--- src/hdl/lfs_pkg.sv ---
package lfs_pkg;

  localparam int MaxRecord = 4096;
  localparam int IdxW      = $clog2(MaxRecord) + 1;
  localparam int StartW    = 12;
  localparam int StepW     = 32;
  localparam int SampleW   = 32;
  localparam int SumIW     = 24;
  localparam int SumSqW    = 36;
  localparam int SumVW     = 44;
  localparam int SumIvW    = 56;
  localparam int NumW      = 70;
  localparam int AccW      = 104;
  localparam int DvdW      = NumW + 32;
  localparam int SlopeW    = 64;
  localparam int MulSteps  = 32;
  localparam int CntW      = 7;
  localparam int CfgIdxW   = 2;
  localparam int CfgDataW  = 32;

  localparam logic [StepW-1:0] XStepReset = 32'h0001_0000;

  typedef enum logic [CfgIdxW-1:0] {
    CfgXStep = 2'd0,
    CfgStart = 2'd1,
    CfgEnd   = 2'd2
  } lfs_cfg_e;

  // one finished window handed from the accumulator to the solver
  typedef struct packed {
    logic [SumIW-1:0]         sum_index;
    logic [SumSqW-1:0]        sum_sq;
    logic signed [SumVW-1:0]  sum_val;
    logic signed [SumIvW-1:0] sum_iv;
    logic [IdxW-1:0]          n;
    logic [StepW-1:0]         x_step;
    logic                     short_fit;
  } lfs_job_t;

  typedef struct packed {
    logic full;
    logic empty;
  } lfs_q_stat_t;

endpackage

--- src/hdl/lfs_front.sv ---
module lfs_front (
  input  logic                         clk_i,
  input  logic                         rst_ni,
  input  logic                         cfg_valid_i,
  output logic                         cfg_ready_o,
  input  logic [lfs_pkg::CfgIdxW-1:0]  cfg_index_i,
  input  logic [lfs_pkg::CfgDataW-1:0] cfg_data_i,
  input  logic                         in_valid_i,
  output logic                         in_ready_o,
  input  logic signed [lfs_pkg::SampleW-1:0] sample_i,
  input  logic                         restart_i,
  input  lfs_pkg::lfs_q_stat_t         q_stat_i,
  output logic                         push_o,
  output lfs_pkg::lfs_job_t            job_o
);
  import lfs_pkg::*;

  logic [StepW-1:0]         x_step_q;
  logic [StartW-1:0]        start_q;
  logic [IdxW-1:0]          end_q;
  logic [IdxW-1:0]          index_q, index_d;
  logic [SumIW-1:0]         sum_i_q, sum_i_d;
  logic [SumSqW-1:0]        sum_sq_q, sum_sq_d;
  logic signed [SumVW-1:0]  sum_v_q, sum_v_d;
  logic signed [SumIvW-1:0] sum_iv_q, sum_iv_d;

  logic                     accept;
  logic [IdxW-1:0]          idx, end_eff, start_x;
  logic                     in_win, emit;
  logic signed [IdxW+SampleW:0] prod;
  logic [2*IdxW-1:0]        sq;

  assign cfg_ready_o = 1'b1;
  assign in_ready_o  = !q_stat_i.full;
  assign accept      = in_valid_i && in_ready_o;

  assign idx     = restart_i ? '0 : index_q;
  assign index_d = (idx < IdxW'(MaxRecord)) ? idx + 1'b1 : IdxW'(MaxRecord);
  assign end_eff = (end_q < IdxW'(MaxRecord)) ? end_q : IdxW'(MaxRecord);
  assign start_x = IdxW'(start_q);
  assign in_win  = (idx >= start_x) && (idx < end_eff);
  assign emit    = (end_eff != '0) && (start_x < end_eff) && (idx == end_eff - 1'b1);

  assign prod = $signed({1'b0, idx}) * sample_i;
  assign sq   = idx * idx;

  always_comb begin
    sum_i_d  = restart_i ? '0 : sum_i_q;
    sum_sq_d = restart_i ? '0 : sum_sq_q;
    sum_v_d  = restart_i ? '0 : sum_v_q;
    sum_iv_d = restart_i ? '0 : sum_iv_q;
    if (in_win) begin
      sum_i_d  = sum_i_d + SumIW'(idx);
      sum_sq_d = sum_sq_d + SumSqW'(sq);
      sum_v_d  = sum_v_d + {{(SumVW-SampleW){sample_i[SampleW-1]}}, sample_i};
      sum_iv_d = sum_iv_d + {{(SumIvW-IdxW-SampleW-1){prod[IdxW+SampleW]}}, prod};
    end
  end

  assign push_o           = accept && emit;
  assign job_o.sum_index  = sum_i_d;
  assign job_o.sum_sq     = sum_sq_d;
  assign job_o.sum_val    = sum_v_d;
  assign job_o.sum_iv     = sum_iv_d;
  assign job_o.n          = end_eff - start_x;
  assign job_o.x_step     = x_step_q;
  assign job_o.short_fit  = (end_eff - start_x) < IdxW'(2);

  always_ff @(posedge clk_i or negedge rst_ni) begin
    if (!rst_ni) begin
      x_step_q <= XStepReset;
      start_q  <= '0;
      end_q    <= IdxW'(MaxRecord);
      index_q  <= '0;
      sum_i_q  <= '0;
      sum_sq_q <= '0;
      sum_v_q  <= '0;
      sum_iv_q <= '0;
    end else begin
      if (cfg_valid_i) begin
        case (lfs_cfg_e'(cfg_index_i))
          CfgXStep: x_step_q <= cfg_data_i;
          CfgStart: start_q  <= cfg_data_i[StartW-1:0];
          CfgEnd:   end_q    <= cfg_data_i[IdxW-1:0];
          default: ;
        endcase
      end
      if (accept) begin
        index_q  <= index_d;
        sum_i_q  <= sum_i_d;
        sum_sq_q <= sum_sq_d;
        sum_v_q  <= sum_v_d;
        sum_iv_q <= sum_iv_d;
      end
    end
  end

endmodule

--- src/hdl/lfs_queue.sv ---
module lfs_queue (
  input  logic                 clk_i,
  input  logic                 rst_ni,
  input  logic                 push_i,
  input  lfs_pkg::lfs_job_t    job_i,
  input  logic                 pop_i,
  output lfs_pkg::lfs_job_t    job_o,
  output lfs_pkg::lfs_q_stat_t stat_o
);
  import lfs_pkg::*;

  lfs_job_t   slot_q [2];
  logic       wr_q, rd_q;
  logic [1:0] cnt_q;

  assign stat_o.full  = (cnt_q == 2'd2);
  assign stat_o.empty = (cnt_q == 2'd0);
  assign job_o        = slot_q[rd_q];

  always_ff @(posedge clk_i) begin
    if (push_i) begin
      slot_q[wr_q] <= job_i;
    end
  end

  always_ff @(posedge clk_i or negedge rst_ni) begin
    if (!rst_ni) begin
      wr_q  <= 1'b0;
      rd_q  <= 1'b0;
      cnt_q <= 2'd0;
    end else begin
      if (push_i) wr_q <= !wr_q;
      if (pop_i)  rd_q <= !rd_q;
      case ({push_i, pop_i})
        2'b10:   cnt_q <= cnt_q + 2'd1;
        2'b01:   cnt_q <= cnt_q - 2'd1;
        default: cnt_q <= cnt_q;
      endcase
    end
  end

endmodule

--- src/hdl/lfs_back.sv ---
module lfs_back (
  input  logic                          clk_i,
  input  logic                          rst_ni,
  input  lfs_pkg::lfs_q_stat_t          q_stat_i,
  input  lfs_pkg::lfs_job_t             job_i,
  output logic                          pop_o,
  output logic                          out_valid_o,
  input  logic                          out_ready_i,
  output logic signed [lfs_pkg::SlopeW-1:0] slope_o,
  output logic                          fit_valid_o
);
  import lfs_pkg::*;

  typedef enum logic [4:0] {
    StIdle = 5'b00001,
    StMul  = 5'b00010,
    StDiv  = 5'b00100,
    StFix  = 5'b01000,
    StDone = 5'b10000
  } lfs_state_e;

  lfs_state_e        state_q;
  lfs_job_t          job_q;
  logic [2:0]        op_q;
  logic [CntW-1:0]   cnt_q;
  logic [AccW-1:0]   acc_q, mcand_q, acc_d;
  logic [StepW-1:0]  mplier_q;
  logic [NumW-1:0]   num_q, num_abs;
  logic [AccW-1:0]   den_abs;
  logic [DvdW-1:0]   dvd_q;
  logic [AccW-1:0]   rem_q, dsr_q, r_sh;
  logic              ge;
  logic [SlopeW-1:0] quo_q, res_q, mag, fixed;
  logic              big_q, neg_q, fit_q, sat;
  logic              out_valid_q, fit_out_q;
  logic [SlopeW-1:0] slope_out_q;

  assign pop_o   = (state_q == StIdle) && !q_stat_i.empty;
  assign acc_d   = acc_q + (mplier_q[0] ? mcand_q : '0);
  assign num_abs = num_q[NumW-1] ? -num_q : num_q;
  assign den_abs = acc_d[AccW-1] ? -acc_d : acc_d;
  assign r_sh    = {rem_q[AccW-2:0], dvd_q[DvdW-1]};
  assign ge      = r_sh >= dsr_q;

  always_comb begin
    if (neg_q) begin
      sat   = big_q || (quo_q[SlopeW-1] && (quo_q[SlopeW-2:0] != '0));
      mag   = sat ? {1'b1, {(SlopeW-1){1'b0}}} : quo_q;
      fixed = -mag;
    end else begin
      sat   = big_q || quo_q[SlopeW-1];
      mag   = quo_q;
      fixed = sat ? {1'b0, {(SlopeW-1){1'b1}}} : quo_q;
    end
  end

  always_ff @(posedge clk_i or negedge rst_ni) begin
    if (!rst_ni) begin
      state_q     <= StIdle;
      out_valid_q <= 1'b0;
    end else begin
      case (state_q)
        StIdle: begin
          if (!q_stat_i.empty) begin
            job_q    <= job_i;
            op_q     <= 3'd0;
            cnt_q    <= '0;
            acc_q    <= '0;
            mcand_q  <= {{(AccW-SumIvW){job_i.sum_iv[SumIvW-1]}}, job_i.sum_iv};
            mplier_q <= StepW'(job_i.n);
            res_q    <= '0;
            fit_q    <= 1'b0;
            state_q  <= job_i.short_fit ? StDone : StMul;
          end
        end
        StMul: begin
          acc_q    <= acc_d;
          mcand_q  <= {mcand_q[AccW-2:0], 1'b0};
          mplier_q <= {1'b0, mplier_q[StepW-1:1]};
          cnt_q    <= cnt_q + 1'b1;
          if (cnt_q == CntW'(MulSteps - 1)) begin
            cnt_q <= '0;
            op_q  <= op_q + 3'd1;
            case (op_q)
              3'd0: begin
                // subtract sx*sy from n*sxy
                mcand_q  <= -{{(AccW-SumVW){job_q.sum_val[SumVW-1]}}, job_q.sum_val};
                mplier_q <= StepW'(job_q.sum_index);
              end
              3'd1: begin
                num_q    <= acc_d[NumW-1:0];
                acc_q    <= '0;
                mcand_q  <= AccW'(job_q.sum_sq);
                mplier_q <= StepW'(job_q.n);
              end
              3'd2: begin
                mcand_q  <= -AccW'(job_q.sum_index);
                mplier_q <= StepW'(job_q.sum_index);
              end
              3'd3: begin
                acc_q    <= '0;
                mcand_q  <= acc_d;
                mplier_q <= job_q.x_step;
              end
              default: begin
                if (acc_d == '0) begin
                  state_q <= StDone;
                end else begin
                  neg_q   <= num_q[NumW-1] ^ acc_d[AccW-1];
                  dvd_q   <= {num_abs, 32'b0};
                  dsr_q   <= den_abs;
                  rem_q   <= '0;
                  quo_q   <= '0;
                  big_q   <= 1'b0;
                  state_q <= StDiv;
                end
              end
            endcase
          end
        end
        StDiv: begin
          rem_q <= ge ? r_sh - dsr_q : r_sh;
          dvd_q <= {dvd_q[DvdW-2:0], 1'b0};
          quo_q <= {quo_q[SlopeW-2:0], ge};
          big_q <= big_q | quo_q[SlopeW-1];
          cnt_q <= cnt_q + 1'b1;
          if (cnt_q == CntW'(DvdW - 1)) state_q <= StFix;
        end
        StFix: begin
          res_q   <= fixed;
          fit_q   <= 1'b1;
          state_q <= StDone;
        end
        StDone: begin
          if (!out_valid_q || out_ready_i) begin
            slope_out_q <= res_q;
            fit_out_q   <= fit_q;
            state_q     <= StIdle;
          end
        end
        default: state_q <= StIdle;
      endcase

      if (state_q == StDone && (!out_valid_q || out_ready_i)) begin
        out_valid_q <= 1'b1;
      end else if (out_ready_i) begin
        out_valid_q <= 1'b0;
      end
    end
  end

  assign out_valid_o = out_valid_q;
  assign slope_o     = slope_out_q;
  assign fit_valid_o = fit_out_q;

endmodule

--- src/hdl/linear_fit_slope.sv ---
// a closing window reaches the queue at its accepting edge; the solver pops it when idle, sends a
// window of under two points straight to the output, stops after the multiplies on a zero denominator,
// and otherwise divides and saturates; one sample per cycle until the two-deep queue fills; the solver
// takes one window at a time through the bit-serial multiplier (5 x 32 steps) and restoring divider (102 steps)
// reset: rst_ni asynchronous active low; x_step = 1.0, start_index = 0,
// end_index = 4096, sample index and all sums cleared
module linear_fit_slope (
  input  logic                         clk_i,
  input  logic                         rst_ni,
  input  logic                         cfg_valid_i,
  output logic                         cfg_ready_o,
  input  logic [lfs_pkg::CfgIdxW-1:0]  cfg_index_i,
  input  logic [lfs_pkg::CfgDataW-1:0] cfg_data_i,
  input  logic                         in_valid_i,
  output logic                         in_ready_o,
  input  logic signed [lfs_pkg::SampleW-1:0] sample_i,
  input  logic                         restart_i,
  output logic                         out_valid_o,
  input  logic                         out_ready_i,
  output logic signed [lfs_pkg::SlopeW-1:0] slope_o,
  output logic                         fit_valid_o
);
  import lfs_pkg::*;

  // window handed from accumulator to solver
  lfs_job_t    push_job, pop_job;
  lfs_q_stat_t q_stat;
  logic        push, pop;

  // front: config registers, index counter and window sums
  lfs_front u_front (
    .clk_i       (clk_i),
    .rst_ni      (rst_ni),
    .cfg_valid_i (cfg_valid_i),
    .cfg_ready_o (cfg_ready_o),
    .cfg_index_i (cfg_index_i),
    .cfg_data_i  (cfg_data_i),
    .in_valid_i  (in_valid_i),
    .in_ready_o  (in_ready_o),
    .sample_i    (sample_i),
    .restart_i   (restart_i),
    .q_stat_i    (q_stat),
    .push_o      (push),
    .job_o       (push_job)
  );

  // two-deep queue so sampling carries on while the solver is busy
  lfs_queue u_queue (
    .clk_i  (clk_i),
    .rst_ni (rst_ni),
    .push_i (push),
    .job_i  (push_job),
    .pop_i  (pop),
    .job_o  (pop_job),
    .stat_o (q_stat)
  );

  // back: serial multiplies for numerator and denominator, divide, saturate
  lfs_back u_back (
    .clk_i       (clk_i),
    .rst_ni      (rst_ni),
    .q_stat_i    (q_stat),
    .job_i       (pop_job),
    .pop_o       (pop),
    .out_valid_o (out_valid_o),
    .out_ready_i (out_ready_i),
    .slope_o     (slope_o),
    .fit_valid_o (fit_valid_o)
  );

  // never push into a full queue
  assert property (@(posedge clk_i) disable iff (!rst_ni) q_stat.full |-> !push)
    else $error("push into full queue");

  // never pop an empty queue
  assert property (@(posedge clk_i) disable iff (!rst_ni) q_stat.empty |-> !pop)
    else $error("pop from empty queue");

  // an undefined fit always carries a zero slope
  assert property (@(posedge clk_i) disable iff (!rst_ni)
    (out_valid_o && !fit_valid_o) |-> (slope_o == '0))
    else $error("invalid fit with nonzero slope");

endmodule
--- config.mk ---
export PLATFORM = sky130hd
export DESIGN_NAME = linear_fit_slope
export DESIGN_NICKNAME = d
export VERILOG_FILES = /design/src/hdl/lfs_pkg.sv /design/src/hdl/lfs_front.sv /design/src/hdl/lfs_queue.sv /design/src/hdl/lfs_back.sv /design/src/hdl/linear_fit_slope.sv
export SDC_FILE = /design/constraint.sdc
export NUM_CORES = 2
export LEC_CHECK = 0
export BUFFER_PORTS_ARGS = -buffer_cell sky130_fd_sc_hd__buf_2
export CORE_ASPECT_RATIO = 0.9
export CORE_UTILIZATION = 55
export CTS_CLUSTER_DIAMETER = 200
export CTS_CLUSTER_SIZE = 25
export DETAILED_ROUTE_END_ITERATION = 6
export PLACE_DENSITY = 0.71
export SETUP_SLACK_MARGIN = 0.2
export SLEW_MARGIN = 10
export SYNTH_ARGS = -nofsm -noshare
export SYNTH_HDL_FRONTEND = slang
export SYNTH_SLANG_ARGS = --single-unit
--- constraint.sdc ---
create_clock -name clk_i -period 17.7 [get_ports clk_i]
set_input_delay 3.54 -clock clk_i [delete_from_list [all_inputs] [get_ports clk_i]]
set_output_delay 3.54 -clock clk_i [all_outputs]
set_load 0.02 [all_outputs]
==> results.md <==
* CTS tree: built
* #FFs+latches synth at 1594
* Tot Pwr at 0.01320 W
* Main synth FF type: edfxtp_1
* Syn Inst Count at 11199
* Routed WL at 313.1 mm
* Tcrit/Tclk final at 0.7655
* CTS Root Cell: clkbuf_16
* Hold_buf cts at 0
* R2R setup slack at 6.81 ns
* Nets at 12122
* Initial antenna violation count at 7
* Num rows at 156
* Vias in the first global route at 82100
* Relative slew margins at 0.1513
* Design Area, Final at 117600 um2
* Htree depth at 3
* FF-to-FF End: u_queue.slot_q[1][99]
* Initial Utilization at 0.5555
* CP max stage delay at 0.54 ns
* Initial DRC count at 8600
* Final setup violation count at 0
* Startpoint types: primary input
* Critical path's most frequent cell: inv_1
* Worst Path Required at 18.23 ns
* Hold path cells at 0
* Worst Min Path Start: u_back.res_q[11]
* Synthesized area at 112000 um2
* Antenna viol nets, final at 0
* Worst Skew at 0.05175 ns
* Total track usage at 0.3005
* Ys Warns at 0
* Placed inst area at 115400 um2
* Max cap viols at 0
* Die Wd at 477.7 um
* R2r worst-path depth at 36
* Crit. End Element: flip-flop
* Num CTS Buffers at 74
* Ports at 140
* Syn nets at 12328
* PwrDens at 112.3 nW/um2
* Gpl congestion at 0.9670
* Asr flop ratio synth at 0.1506
* Worst Tran Pin Value at 1.260 ns
* Core Footprint at 201600 um2
* RSZ-0062 raised after global routing: false
* PostCTS Resize Cnt at 0
* Clock tree buffer depth at 3
* P_leak at 48.00 nW
* Total gr overflow at 0
* Pins Over Slew Limit at 0
* Setup slack after layout at 4.151 ns
* Fin. Hold Viols at 0
* Wire per inst at 22.81 um
* CP max FO at 77
* DR vias/cell at 6.176
* Worst Hold Class: flip-flop to flip-flop
* Post-CTS setup buffer count at 0
* Post-synthesis sequential area ratio at 0.4166
* Reg2Reg Launch Point: u_front.index_q[12]
* Height of the die at 430.1 um
* HPWL Detailed at 234.9 mm
* First-pass GRT wire length at 483.9 mm
* Clock Latency Late Sink at 0.78 ns
* Placed cells at 13603
* CP max stage cell: buf_6
* Largest net degree at the start of global routing at 139
* Maximum clock frequency at 73.81 MHz
* Drt first pass iters at 6
* Crit Path Category: primary input to flip-flop
* Peak supply drop at 0.00009175 V
* Min-Delay Endpoint: u_back.slope_o[11]
* Status: completed
* Cell Count, Final, Fillers Out at 13731
* Area delta synth->final at 4.978%
* DRC viols at 0
* Routed vias at 84808
* Post-route minimum period at 13.55 ns
* Synth cell types at 111
* Clock slew at reported path FFs at 0.10 ns
* Setup_tns at 0 ns
* Die Area at 205500 um2
* PortBufs at 138
* Pre-CTS setup slack at 3.384 ns
* Share of cells above drive strength 1 at 0.06927
* Mean Syn Cell Area at 10.00 um2
* Worst Path Arrival at 14.08 ns
* CTS Sinks at 1594
* EDFF count, synth at 1354
[synthesized netlist by cell type (138+ instances only)]
| master | n | area (um2) |
|---|---|---|
| nor2b_1 | 203 | 1270 |
| fa_1 | 503 | 10070 |
| xor2_1 | 250 | 2190 |
| mux2i_1 | 154 | 1541 |
| dfrtp_1 | 237 | 5931 |
| edfxtp_1 | 1354 | 40660 |
| mux2_2 | 235 | 2646 |
| nor3_1 | 202 | 1011 |
| nand4_1 | 138 | 863.3 |
| a21o_1 | 247 | 1854 |
| nand2_1 | 1296 | 4865 |
| a21oi_1 | 629 | 3148 |
| xnor2_1 | 369 | 3232 |
| clkbuf_1 | 498 | 1869 |
| inv_1 | 840 | 3153 |
| ha_1 | 554 | 6932 |
| o21ai_0 | 759 | 3799 |
| nor2_1 | 685 | 2571 |
| and2_1 | 497 | 3109 |
[critical path: cells and delay by family]
kind	cells	cell delay [ns]
compound gates	13	3.35
xor+xnor	2	0.27
fa+ha+maj	8	3.78
buf+inv	8	1.21
mux	1	0.29
simple gates	8	1.58
[per-stage QoR]
step                utilization  hold WS, ns
detailed placement       0.5724       0.4052
floorplan                     -       0.4003
finish                   0.5832       0.4280
global route             0.5832       0.4333
CTS                      0.5832       0.4292
global placement         0.5724       0.4032
[layer usage]
layer | wire, um | share of wire | vias up | track usage
met3 | 25120 | 0.080 | 373 | 0.03587
met2 | 136400 | 0.44 | 3348 | 0.4546
li1 | - | - | 39028 | -
met1 | 144000 | 0.46 | 42057 | 0.4563
met4 | 7605 | 0.024 | 2 | 0.07937
met5 | 13 | 0.000042 | - | 0
[cell type report]
| cell class | count | area [um2] |
|---|---|---|
| clock buffers | 120 | 2067 |
| inverters | 842 | 3161 |
| fillers | 17085 | 84040 |
| flip-flops and latches | 1594 | 46670 |
| clock inverters | 6 | 103.9 |
| well taps | 2686 | 3361 |
| repair buffers | 287 | 1888 |
| multi-input cells | 8194 | 60330 |
| diodes | 2 | 5.005 |
[state kept, by name, summed over array words and instances (netlist names), 70 cells and up]
name            flops
u_back.acc_q      104
u_back.dsr_q      104
u_back.dvd_q       70
u_back.job_q      149
u_back.mcand_q    104
u_back.num_q       70
u_back.rem_q      103
u_queue.slot_q    412
[how the worst max path moves through the flow]
stage | from | to | slack, ns | cells after the start
3_5_place_dp | restart_i | u_queue.slot_q[0][99] | 3.38 | 40
6_report | restart_i | u_queue.slot_q[1][99] | 4.15 | 40
2_1_floorplan | restart_i | u_queue.slot_q[0][0] | 2.82 | 13
5_1_grt | restart_i | u_queue.slot_q[1][99] | 3.30 | 39
3_3_place_gp | restart_i | u_queue.slot_q[0][99] | 3.50 | 40
4_1_cts | restart_i | u_queue.slot_q[1][99] | 4.23 | 40
[kinds of logic after synthesis]
logic type,count (synthesis),share of synthesized area
AND/OR/NAND/NOR,3636,0.1580
AO/OA/AOI/OAI,2491,0.1400
flip-flops,1594,0.4166
buffers and inverters,1411,0.04758
adder cells (fa/ha/maj),1057,0.1518
XOR/XNOR,620,0.04855
multiplexers,389,0.03739
other,1,0.00003348
[cells in the final DEF, fill, tap and decap left out, types with 249 or more instances in the layout]
| master | Yosys | routed |
|---|---|---|
| ha_1 | 554 | 553 |
| edfxtp_1 | 1354 | 1354 |
| nor2_1 | 685 | 676 |
| and2_1 | 497 | 495 |
| a21oi_1 | 629 | 629 |
| inv_1 | 840 | 840 |
| xor2_1 | 250 | 249 |
| fa_1 | 503 | 503 |
| o21ai_0 | 759 | 759 |
| nand2_1 | 1296 | 1295 |
| xnor2_1 | 369 | 368 |
[power by group]
part	switching (W)	internal (W)	leakage [nW]
registers	0.000276	0.00490	15.6
clock network	0.00123	0.000824	1.04
logic	0.00401	0.00197	31.3
total	0.00552	0.00769	48.0
(Power assumes the default switching activity.)
